## src/hw/rtl/twdl_pkg.sv

```systemverilog
// Shared types and codes for the two-wire debug link master.
// Holds the request and result item structs and the command codes.
// No dependencies.
package twdl_pkg;

  localparam logic [1:0] CMD_TICK  = 2'd0;
  localparam logic [1:0] CMD_CTRL  = 2'd1;
  localparam logic [1:0] CMD_WRITE = 2'd2;
  localparam logic [1:0] CMD_READ  = 2'd3;

  localparam logic [15:0] ACK_TIMEOUT_RESET = 16'h0100;

  typedef struct packed {
    logic [1:0]  cmd;
    logic [7:0]  inst_code;
    logic [15:0] wr_word;
    logic        sda_in;
  } req_t;

  typedef struct packed {
    logic        scl;
    logic        sda_out;
    logic        sda_drive;
    logic        busy_res;
    logic        done_res;
    logic        ok;
    logic [15:0] rd_word;
  } res_t;

endpackage

```

## src/hw/rtl/two_wire_debug_link_master_unit.sv

```systemverilog
// Two-wire debug link master: one pin step per accepted item.
// Depends on twdl_pkg for the item structs and command codes.
//
//   channel  | direction | handshake            | payload
//   ---------+-----------+----------------------+-------------------------
//   in_item  | input     | in_valid / in_ready  | twdl_pkg::req_t
//   out_item | output    | out_valid / out_ready| twdl_pkg::res_t
//   cfg      | input     | cfg_we (no wait)     | cfg_wdata = ack_timeout
//
// Each item is one pin step: the phase sequencer and pin/result logic sit
// between the state and result registers, so one item is accepted per clock
// unless stalled. The result register is the only buffer: in_ready stays
// high while it is empty or being drained this cycle, and drops only while a
// result waits and out_ready is low. Synchronous active-high reset puts the
// sequencer in idle, clears the result valid and reloads ack_timeout to 256.
module two_wire_debug_link_master_unit #(
  parameter int DATA_WIDTH     = 16,
  parameter int INST_WIDTH     = 8,
  parameter int PARITY_SAMPLES = 3
) (
  input  logic             clk,
  input  logic             rst,
  input  logic             in_valid,
  output logic             in_ready,
  input  twdl_pkg::req_t   in_item,
  output logic             out_valid,
  input  logic             out_ready,
  output twdl_pkg::res_t   out_item,
  input  logic             cfg_we,
  input  logic [15:0]      cfg_wdata
);

  // Shift register covers both the instruction and the data word.
  localparam int SW = (DATA_WIDTH > INST_WIDTH) ? DATA_WIDTH : INST_WIDTH;
  localparam int BW = $clog2(SW + 1);
  localparam logic [SW-1:0] INST_MASK = SW'((64'd1 << INST_WIDTH) - 64'd1);
  localparam logic [SW-1:0] DATA_MASK = SW'((64'd1 << DATA_WIDTH) - 64'd1);

  // Sequencer phases.
  localparam logic [4:0] PH_IDLE  = 5'd0;
  localparam logic [4:0] PH_ST1   = 5'd1;
  localparam logic [4:0] PH_ST2   = 5'd2;
  localparam logic [4:0] PH_I_LO  = 5'd3;
  localparam logic [4:0] PH_I_HI  = 5'd4;
  localparam logic [4:0] PH_I_END = 5'd5;
  localparam logic [4:0] PH_A_LO  = 5'd6;
  localparam logic [4:0] PH_A_HI  = 5'd7;
  localparam logic [4:0] PH_W_LO  = 5'd8;
  localparam logic [4:0] PH_W_HI  = 5'd9;
  localparam logic [4:0] PH_P_LO  = 5'd10;
  localparam logic [4:0] PH_P_HI  = 5'd11;
  localparam logic [4:0] PH_R_LO  = 5'd12;
  localparam logic [4:0] PH_R_HI  = 5'd13;
  localparam logic [4:0] PH_Q_LO  = 5'd14;
  localparam logic [4:0] PH_Q_HI  = 5'd15;
  localparam logic [4:0] PH_S0    = 5'd16;
  localparam logic [4:0] PH_S1    = 5'd17;
  localparam logic [4:0] PH_S2    = 5'd18;

  // Sequencer state.
  logic [4:0]            phase, phase_next;
  logic [1:0]            op_kind, op_kind_next;
  logic [BW-1:0]         bit_index, bit_index_next;
  logic [SW-1:0]         shift_word, shift_word_next;
  logic                  parity_bit, parity_bit_next;
  logic [16:0]           wait_count, wait_count_next;
  logic [1:0]            parity_tries, parity_tries_next;
  logic [DATA_WIDTH-1:0] data_latch, data_latch_next;
  logic                  result_ok, result_ok_next;
  logic [15:0]           ack_timeout;

  twdl_pkg::res_t        res;
  logic                  accept;
  logic [BW-1:0]         bit_index_inc;
  logic [31:0]           word_wide;
  logic                  bit_out;

  assign in_ready      = !out_valid || out_ready;
  assign accept        = in_valid && in_ready;
  assign bit_index_inc = bit_index + BW'(1);
  assign word_wide     = 32'(shift_word & DATA_MASK);

  // One pin step: drive the pins for this tick and advance the phase.
  always_comb begin
    phase_next        = phase;
    op_kind_next      = op_kind;
    bit_index_next    = bit_index;
    shift_word_next   = shift_word;
    parity_bit_next   = parity_bit;
    wait_count_next   = wait_count;
    parity_tries_next = parity_tries;
    data_latch_next   = data_latch;
    result_ok_next    = result_ok;
    bit_out           = 1'b0;

    // Idle bus: clock high, data driven high.
    res.scl       = 1'b1;
    res.sda_out   = 1'b1;
    res.sda_drive = 1'b1;
    res.busy_res  = 1'b1;
    res.done_res  = 1'b0;
    res.ok        = 1'b0;
    res.rd_word   = 16'd0;

    case (phase)
      PH_IDLE: begin
        res.busy_res = 1'b0;
        if (in_item.cmd != twdl_pkg::CMD_TICK) begin
          // Latch the request and open a start condition.
          res.busy_res      = 1'b1;
          op_kind_next      = in_item.cmd;
          data_latch_next   = DATA_WIDTH'(in_item.wr_word);
          shift_word_next   = SW'(in_item.inst_code) & INST_MASK;
          bit_index_next    = '0;
          parity_bit_next   = 1'b0;
          wait_count_next   = '0;
          parity_tries_next = '0;
          result_ok_next    = 1'b0;
          phase_next        = PH_ST1;
        end
      end
      PH_ST1: begin
        res.sda_out = 1'b0;
        phase_next  = PH_ST2;
      end
      PH_ST2: begin
        res.scl     = 1'b0;
        res.sda_out = 1'b0;
        phase_next  = PH_I_LO;
      end
      PH_I_LO: begin
        res.scl     = 1'b0;
        res.sda_out = shift_word[INST_WIDTH-1];
        phase_next  = PH_I_HI;
      end
      PH_I_HI: begin
        res.sda_out     = shift_word[INST_WIDTH-1];
        shift_word_next = (shift_word << 1) & INST_MASK;
        if (bit_index_inc >= BW'(INST_WIDTH)) begin
          bit_index_next = '0;
          phase_next     = PH_I_END;
        end else begin
          bit_index_next = bit_index_inc;
          phase_next     = PH_I_LO;
        end
      end
      PH_I_END: begin
        res.scl     = 1'b0;
        res.sda_out = 1'b0;
        phase_next  = PH_A_LO;
      end
      PH_A_LO: begin
        res.scl         = 1'b0;
        res.sda_out     = 1'b0;
        res.sda_drive   = 1'b0;
        wait_count_next = '0;
        phase_next      = PH_A_HI;
      end
      PH_A_HI: begin
        res.sda_out   = 1'b0;
        res.sda_drive = 1'b0;
        if (!in_item.sda_in) begin
          wait_count_next = '0;
          if (op_kind == twdl_pkg::CMD_WRITE && parity_tries == 2'd0) begin
            // First ack of a write: send the data word next.
            parity_tries_next = 2'd1;
            shift_word_next   = SW'(data_latch);
            bit_index_next    = '0;
            parity_bit_next   = 1'b0;
            phase_next        = PH_W_LO;
          end else if (op_kind == twdl_pkg::CMD_READ) begin
            shift_word_next   = '0;
            bit_index_next    = '0;
            parity_bit_next   = 1'b0;
            parity_tries_next = '0;
            phase_next        = PH_R_LO;
          end else begin
            result_ok_next = 1'b1;
            phase_next     = PH_S0;
          end
        end else if (wait_count >= {1'b0, ack_timeout}) begin
          // No ack in time: drop the transaction with failure.
          shift_word_next = '0;
          result_ok_next  = 1'b0;
          phase_next      = PH_S0;
        end else begin
          wait_count_next = wait_count + 17'd1;
        end
      end
      PH_W_LO: begin
        res.scl     = 1'b0;
        res.sda_out = shift_word[DATA_WIDTH-1];
        phase_next  = PH_W_HI;
      end
      PH_W_HI: begin
        bit_out         = shift_word[DATA_WIDTH-1];
        res.sda_out     = bit_out;
        parity_bit_next = parity_bit ^ bit_out;
        shift_word_next = (shift_word << 1) & DATA_MASK;
        if (bit_index_inc >= BW'(DATA_WIDTH)) begin
          bit_index_next = '0;
          phase_next     = PH_P_LO;
        end else begin
          bit_index_next = bit_index_inc;
          phase_next     = PH_W_LO;
        end
      end
      PH_P_LO: begin
        res.scl     = 1'b0;
        res.sda_out = parity_bit;
        phase_next  = PH_P_HI;
      end
      PH_P_HI: begin
        res.sda_out = parity_bit;
        phase_next  = PH_A_LO;
      end
      PH_R_LO: begin
        res.scl       = 1'b0;
        res.sda_out   = 1'b0;
        res.sda_drive = 1'b0;
        phase_next    = PH_R_HI;
      end
      PH_R_HI: begin
        res.sda_out     = 1'b0;
        res.sda_drive   = 1'b0;
        shift_word_next = ((shift_word << 1) | SW'(in_item.sda_in)) & DATA_MASK;
        parity_bit_next = parity_bit ^ in_item.sda_in;
        if (bit_index_inc >= BW'(DATA_WIDTH)) begin
          bit_index_next = '0;
          phase_next     = PH_Q_LO;
        end else begin
          bit_index_next = bit_index_inc;
          phase_next     = PH_R_LO;
        end
      end
      PH_Q_LO: begin
        res.scl           = 1'b0;
        res.sda_out       = 1'b0;
        res.sda_drive     = 1'b0;
        parity_tries_next = '0;
        phase_next        = PH_Q_HI;
      end
      PH_Q_HI: begin
        res.sda_out   = 1'b0;
        res.sda_drive = 1'b0;
        if (in_item.sda_in == parity_bit) begin
          result_ok_next = 1'b1;
          phase_next     = PH_S0;
        end else begin
          // Resample the parity bit until the sample budget runs out.
          parity_tries_next = parity_tries + 2'd1;
          if (parity_tries_next >= 2'(PARITY_SAMPLES)) begin
            result_ok_next = 1'b0;
            phase_next     = PH_S0;
          end
        end
      end
      PH_S0: begin
        res.scl     = 1'b0;
        res.sda_out = 1'b0;
        phase_next  = PH_S1;
      end
      PH_S1: begin
        res.sda_out = 1'b0;
        phase_next  = PH_S2;
      end
      PH_S2: begin
        // Stop condition completes: report the outcome.
        res.busy_res = 1'b0;
        res.done_res = 1'b1;
        res.ok       = result_ok;
        if (op_kind == twdl_pkg::CMD_READ) begin
          res.rd_word = word_wide[15:0];
        end
        phase_next = PH_IDLE;
      end
      default: begin
        phase_next = PH_IDLE;
      end
    endcase
  end

  // Advance the sequencer only on an accepted item.
  always_ff @(posedge clk) begin
    if (rst) begin
      phase        <= PH_IDLE;
      op_kind      <= '0;
      bit_index    <= '0;
      shift_word   <= '0;
      parity_bit   <= 1'b0;
      wait_count   <= '0;
      parity_tries <= '0;
      data_latch   <= '0;
      result_ok    <= 1'b0;
    end else if (accept) begin
      phase        <= phase_next;
      op_kind      <= op_kind_next;
      bit_index    <= bit_index_next;
      shift_word   <= shift_word_next;
      parity_bit   <= parity_bit_next;
      wait_count   <= wait_count_next;
      parity_tries <= parity_tries_next;
      data_latch   <= data_latch_next;
      result_ok    <= result_ok_next;
    end
  end

  // Configuration register.
  always_ff @(posedge clk) begin
    if (rst) begin
      ack_timeout <= twdl_pkg::ACK_TIMEOUT_RESET;
    end else if (cfg_we) begin
      ack_timeout <= cfg_wdata;
    end
  end

  // Result register: hold until taken, refill in the same cycle it drains.
  always_ff @(posedge clk) begin
    if (rst) begin
      out_valid <= 1'b0;
    end else if (accept) begin
      out_valid <= 1'b1;
    end else if (out_ready) begin
      out_valid <= 1'b0;
    end
  end

  always_ff @(posedge clk) begin
    if (accept) begin
      out_item <= res;
    end
  end

endmodule

```

## config.mk

```make
export PLATFORM = sky130hd
export DESIGN_NAME = two_wire_debug_link_master_unit
export DESIGN_NICKNAME = d
export VERILOG_FILES = /design/src/hw/rtl/twdl_pkg.sv /design/src/hw/rtl/two_wire_debug_link_master_unit.sv
export SDC_FILE = /design/constraint.sdc
export NUM_CORES = 1
export LEC_CHECK = 0
export ABC_AREA = 1
export BUFFER_PORTS_ARGS = -buffer_cell sky130_fd_sc_hd__buf_4
export CORE_MARGIN = 10
export CORE_UTILIZATION = 55
export DETAILED_ROUTE_END_ITERATION = 10
export PLACE_DENSITY = 0.76
export SLEW_MARGIN = 15
export SYNTH_ARGS = -nofsm -noshare
export SYNTH_HDL_FRONTEND = slang
export SYNTH_SLANG_ARGS = --single-unit
```

## constraint.sdc

```tcl
create_clock -name clk -period 2.7 [get_ports clk]
set_clock_uncertainty 0.2 [all_clocks]
set_input_delay 0.135 -clock clk [delete_from_list [all_inputs] [get_ports clk]]
set_output_delay 0.135 -clock clk [all_outputs]
set_load 0.01 [all_outputs]
```

==> flow_metrics.tcl <==
set metrics [dict create \
    status "completed" \
    nets 1021 \
    drc 0 \
    arrival_ns 2.57 \
    crit_path_end_kind "register" \
    layout_common_cells "159 x nand2_1, 125 x nor2_1, 104 x inv_1" \
    cts_htree_levels 3 \
    root_buffer "clkbuf_8" \
    grt_max_degree 48 \
    crit_chain "nand4_1, nor2_1, nand3_2, nand3_4, nand2_1, inv_1, nor2_1" \
    cpMostUsedCell "nor2_1" \
    design_area_mm2 0.00735 \
    wl_um 16300 \
    syn2layout_area_growth_pct 22.9 \
    holdWs_ns 0.0131 \
    cts_resized 0 \
    required_ns 2.78 \
    ys.warnings.count 0 \
    syn_nets 905 \
    clockBufferDepth 2 \
    r2r_slack_ns 0.22 \
    hp-start "in_item[24]" \
    post_cts_buffers 0 \
    ir_drop_uv 340 \
    holdPathStages 7 \
    synthArstFlopShare 0 \
    hold_path.class "primary input to register" \
    min_period_over_period 0.920 \
    fin_crit_ns 2.48 \
    row_count 38 \
    syn_avg_cell_area_um2 7.15 \
    place_hpwl_um 12000 \
    final_layout_size_suffix_gt1_frac 0.174 \
    synth_edf_count 22 \
    timing.rr.end "shift_word[3]$_SDFFE_PP0P_" \
    worst-path-buf-inv 1 \
    worst_path_max_delay_cell "dfxtp_1" \
    die_y_um 124 \
    cp_top_family "simple AND/OR/NAND/NOR gates" \
    place_area_mm2 0.00671 \
    grt_overflow_total 0 \
    clkTransAtPathRegs_ns 0.12 \
    finalSetupViolCount 0 \
    max_stage_delay_ns 0.58 \
    final_common_cell "nand2_1" \
    power_mw 3.81 \
    fin_setup_tns_ns 0 \
    dieArea_mm2 0.0155 \
    grt_pass1_vias 5760 \
    num_io_pins 72 \
    rsz0062_at_grt "false" \
    ys_types 39 \
    fmax_ghz 0.403 \
    seq_area_frac_synth 0.385 \
    routabilityCongestion 0.986 \
    cap_violations 0 \
    syn_inst 837 \
    start_kind "register" \
    initial_core_util 0.557 \
    clk_latency_ns 0.39 \
    via_per_inst 5.28 \
    layoutNonFillerInstCount 1100 \
    min_to "shift_word[7]$_SDFFE_PP0P_" \
    die_w_um 124 \
    netlist_area_mm2 0.00598 \
    via_count 5811 \
    cts_sinks 104 \
    place_inst 1038 \
    post_drt_wl_per_cell_um 14.9 \
    slew_headroom 0.529 \
    p_leak_nw 3.26 \
    synthFlopType "dfxtp_1" \
    dr.pass1.iters 5 \
    grt_usage 0.206 \
    grt_pass1_wl_um 27100 \
    ys_ff_latch 104 \
    first_iter_violations 376 \
    r2r_start "phase[2]$_SDFFE_PP0P_" \
    core_mm2 0.0107 \
    cts_tree "done" \
    slew_viol_final 0 \
    grt_antenna_before_repair 2 \
    io_buffers 71 \
    path_class "register to register" \
    cp_max_fo 16 \
    worst-slew-pin-transition_ns 0.706 \
    reg2regPathDepth 7 \
    cts_buffers 9 \
    p_per_area_mw_per_mm2 519 \
    finalHoldViolations 0 \
    ant_nets 0 \
]
worst max-delay path by stage:
| stage | end | depth (start not counted) | start |
|---|---|---|---|
| final | shift_word[3]$_SDFFE_PP0P_ | 7 | phase[2]$_SDFFE_PP0P_ |
| after global placement | wait_count[1]$_SDFFE_PP0P_ | 7 | phase[2]$_SDFFE_PP0P_ |
| after floorplan | wait_count[1]$_SDFFE_PP0P_ | 9 | out_valid$_SDFFE_PP0P_ |
| after global routing | shift_word[3]$_SDFFE_PP0P_ | 12 | ack_timeout[7]$_SDFFE_PP0P_ |
| after CTS | shift_word[3]$_SDFFE_PP0P_ | 12 | ack_timeout[7]$_SDFFE_PP0P_ |
| after detailed placement | data_latch[6]$_SDFFE_PP0P_ | 8 | phase[0]$_SDFFE_PP0P_ |
final cells by class:
type	count	area, um^2
clock buffers	9	124
flip-flops and latches	104	2300
well taps	140	175
clock inverters	7	78.8
fillers	909	3390
inverters	120	455
multi-input cells	583	3080
repair buffers	135	1140
diodes	2	5.00
timing repair:
action | CTS | global route
hold buffers | 44 | 0
hold endpoints to repair | 52 | 0
setup endpoints to repair | 0 | 1
through the flow:
step	util	setup slack (ns)
finish	0.684	0.217
global route	0.684	0.00190
CTS	0.684	0.300
detailed placement	0.624	0.339
global placement	0.624	0.277
floorplan	-	0.409
registers in the layout, summed over array words and instances (netlist names):
register / count
phase: 5
ack_timeout: 16
parity_bit: 1
wait_count: 17
bit_index: 5
shift_word: 16
result_ok: 1
out_valid: 1
op_kind: 2
out_item: 22
data_latch: 16
parity_tries: 2
cells by family after synthesis:
logic type	count (synthesis)	share of synthesized area
AO/OA/AOI/OAI	115	0.107
XOR/XNOR	12	0.0176
adder cells (fa/ha/maj)	20	0.0418
buffers and inverters	150	0.101
flip-flops	104	0.385
AND/OR/NAND/NOR	436	0.347
report_power, final:
part           internal [mW]  total (mW)  switching (mW)
registers               1.72        1.80          0.0853
logic                  0.395        1.02           0.625
clock network          0.371       0.993           0.622
total                   2.48        3.81            1.33
worst min-delay path: stages:
cell	delay (ns)
buf_4	0.08
nand3_1	0.07
nand2_1	0.06
nor2_1	0.04
nand4_1	0.07
nand2_1	0.06
nor2_2	0.07
synth_stat cells (all sizes together), types with 2 or more instances:
master | number | area [um^2]
a21oi | 55 | 298
a22oi | 10 | 75.1
buf | 13 | 86.3
clkbuf | 17 | 63.8
dfxtp | 82 | 1640
edfxtp | 22 | 661
ha | 20 | 250
inv | 120 | 455
nand2 | 176 | 777
nand3 | 59 | 325
nand4 | 30 | 188
nor2 | 145 | 638
nor3 | 19 | 106
nor4 | 5 | 31.3
o21a | 2 | 15.0
o21ai | 43 | 215
o21bai | 2 | 15.0
xnor2 | 3 | 26.3
xor2 | 9 | 78.8
metal layers:
layer | track usage | wire length, um | up-vias
met1 | 0.242 | 6670 | 2647
met3 | 0.0366 | 975 | 33
li1 | - | - | 2946
met4 | 0.0884 | 475 | 0
met2 | 0.358 | 8220 | 185
met5 | 0 | 0 | -
Power figures use the tool's default switching activity.
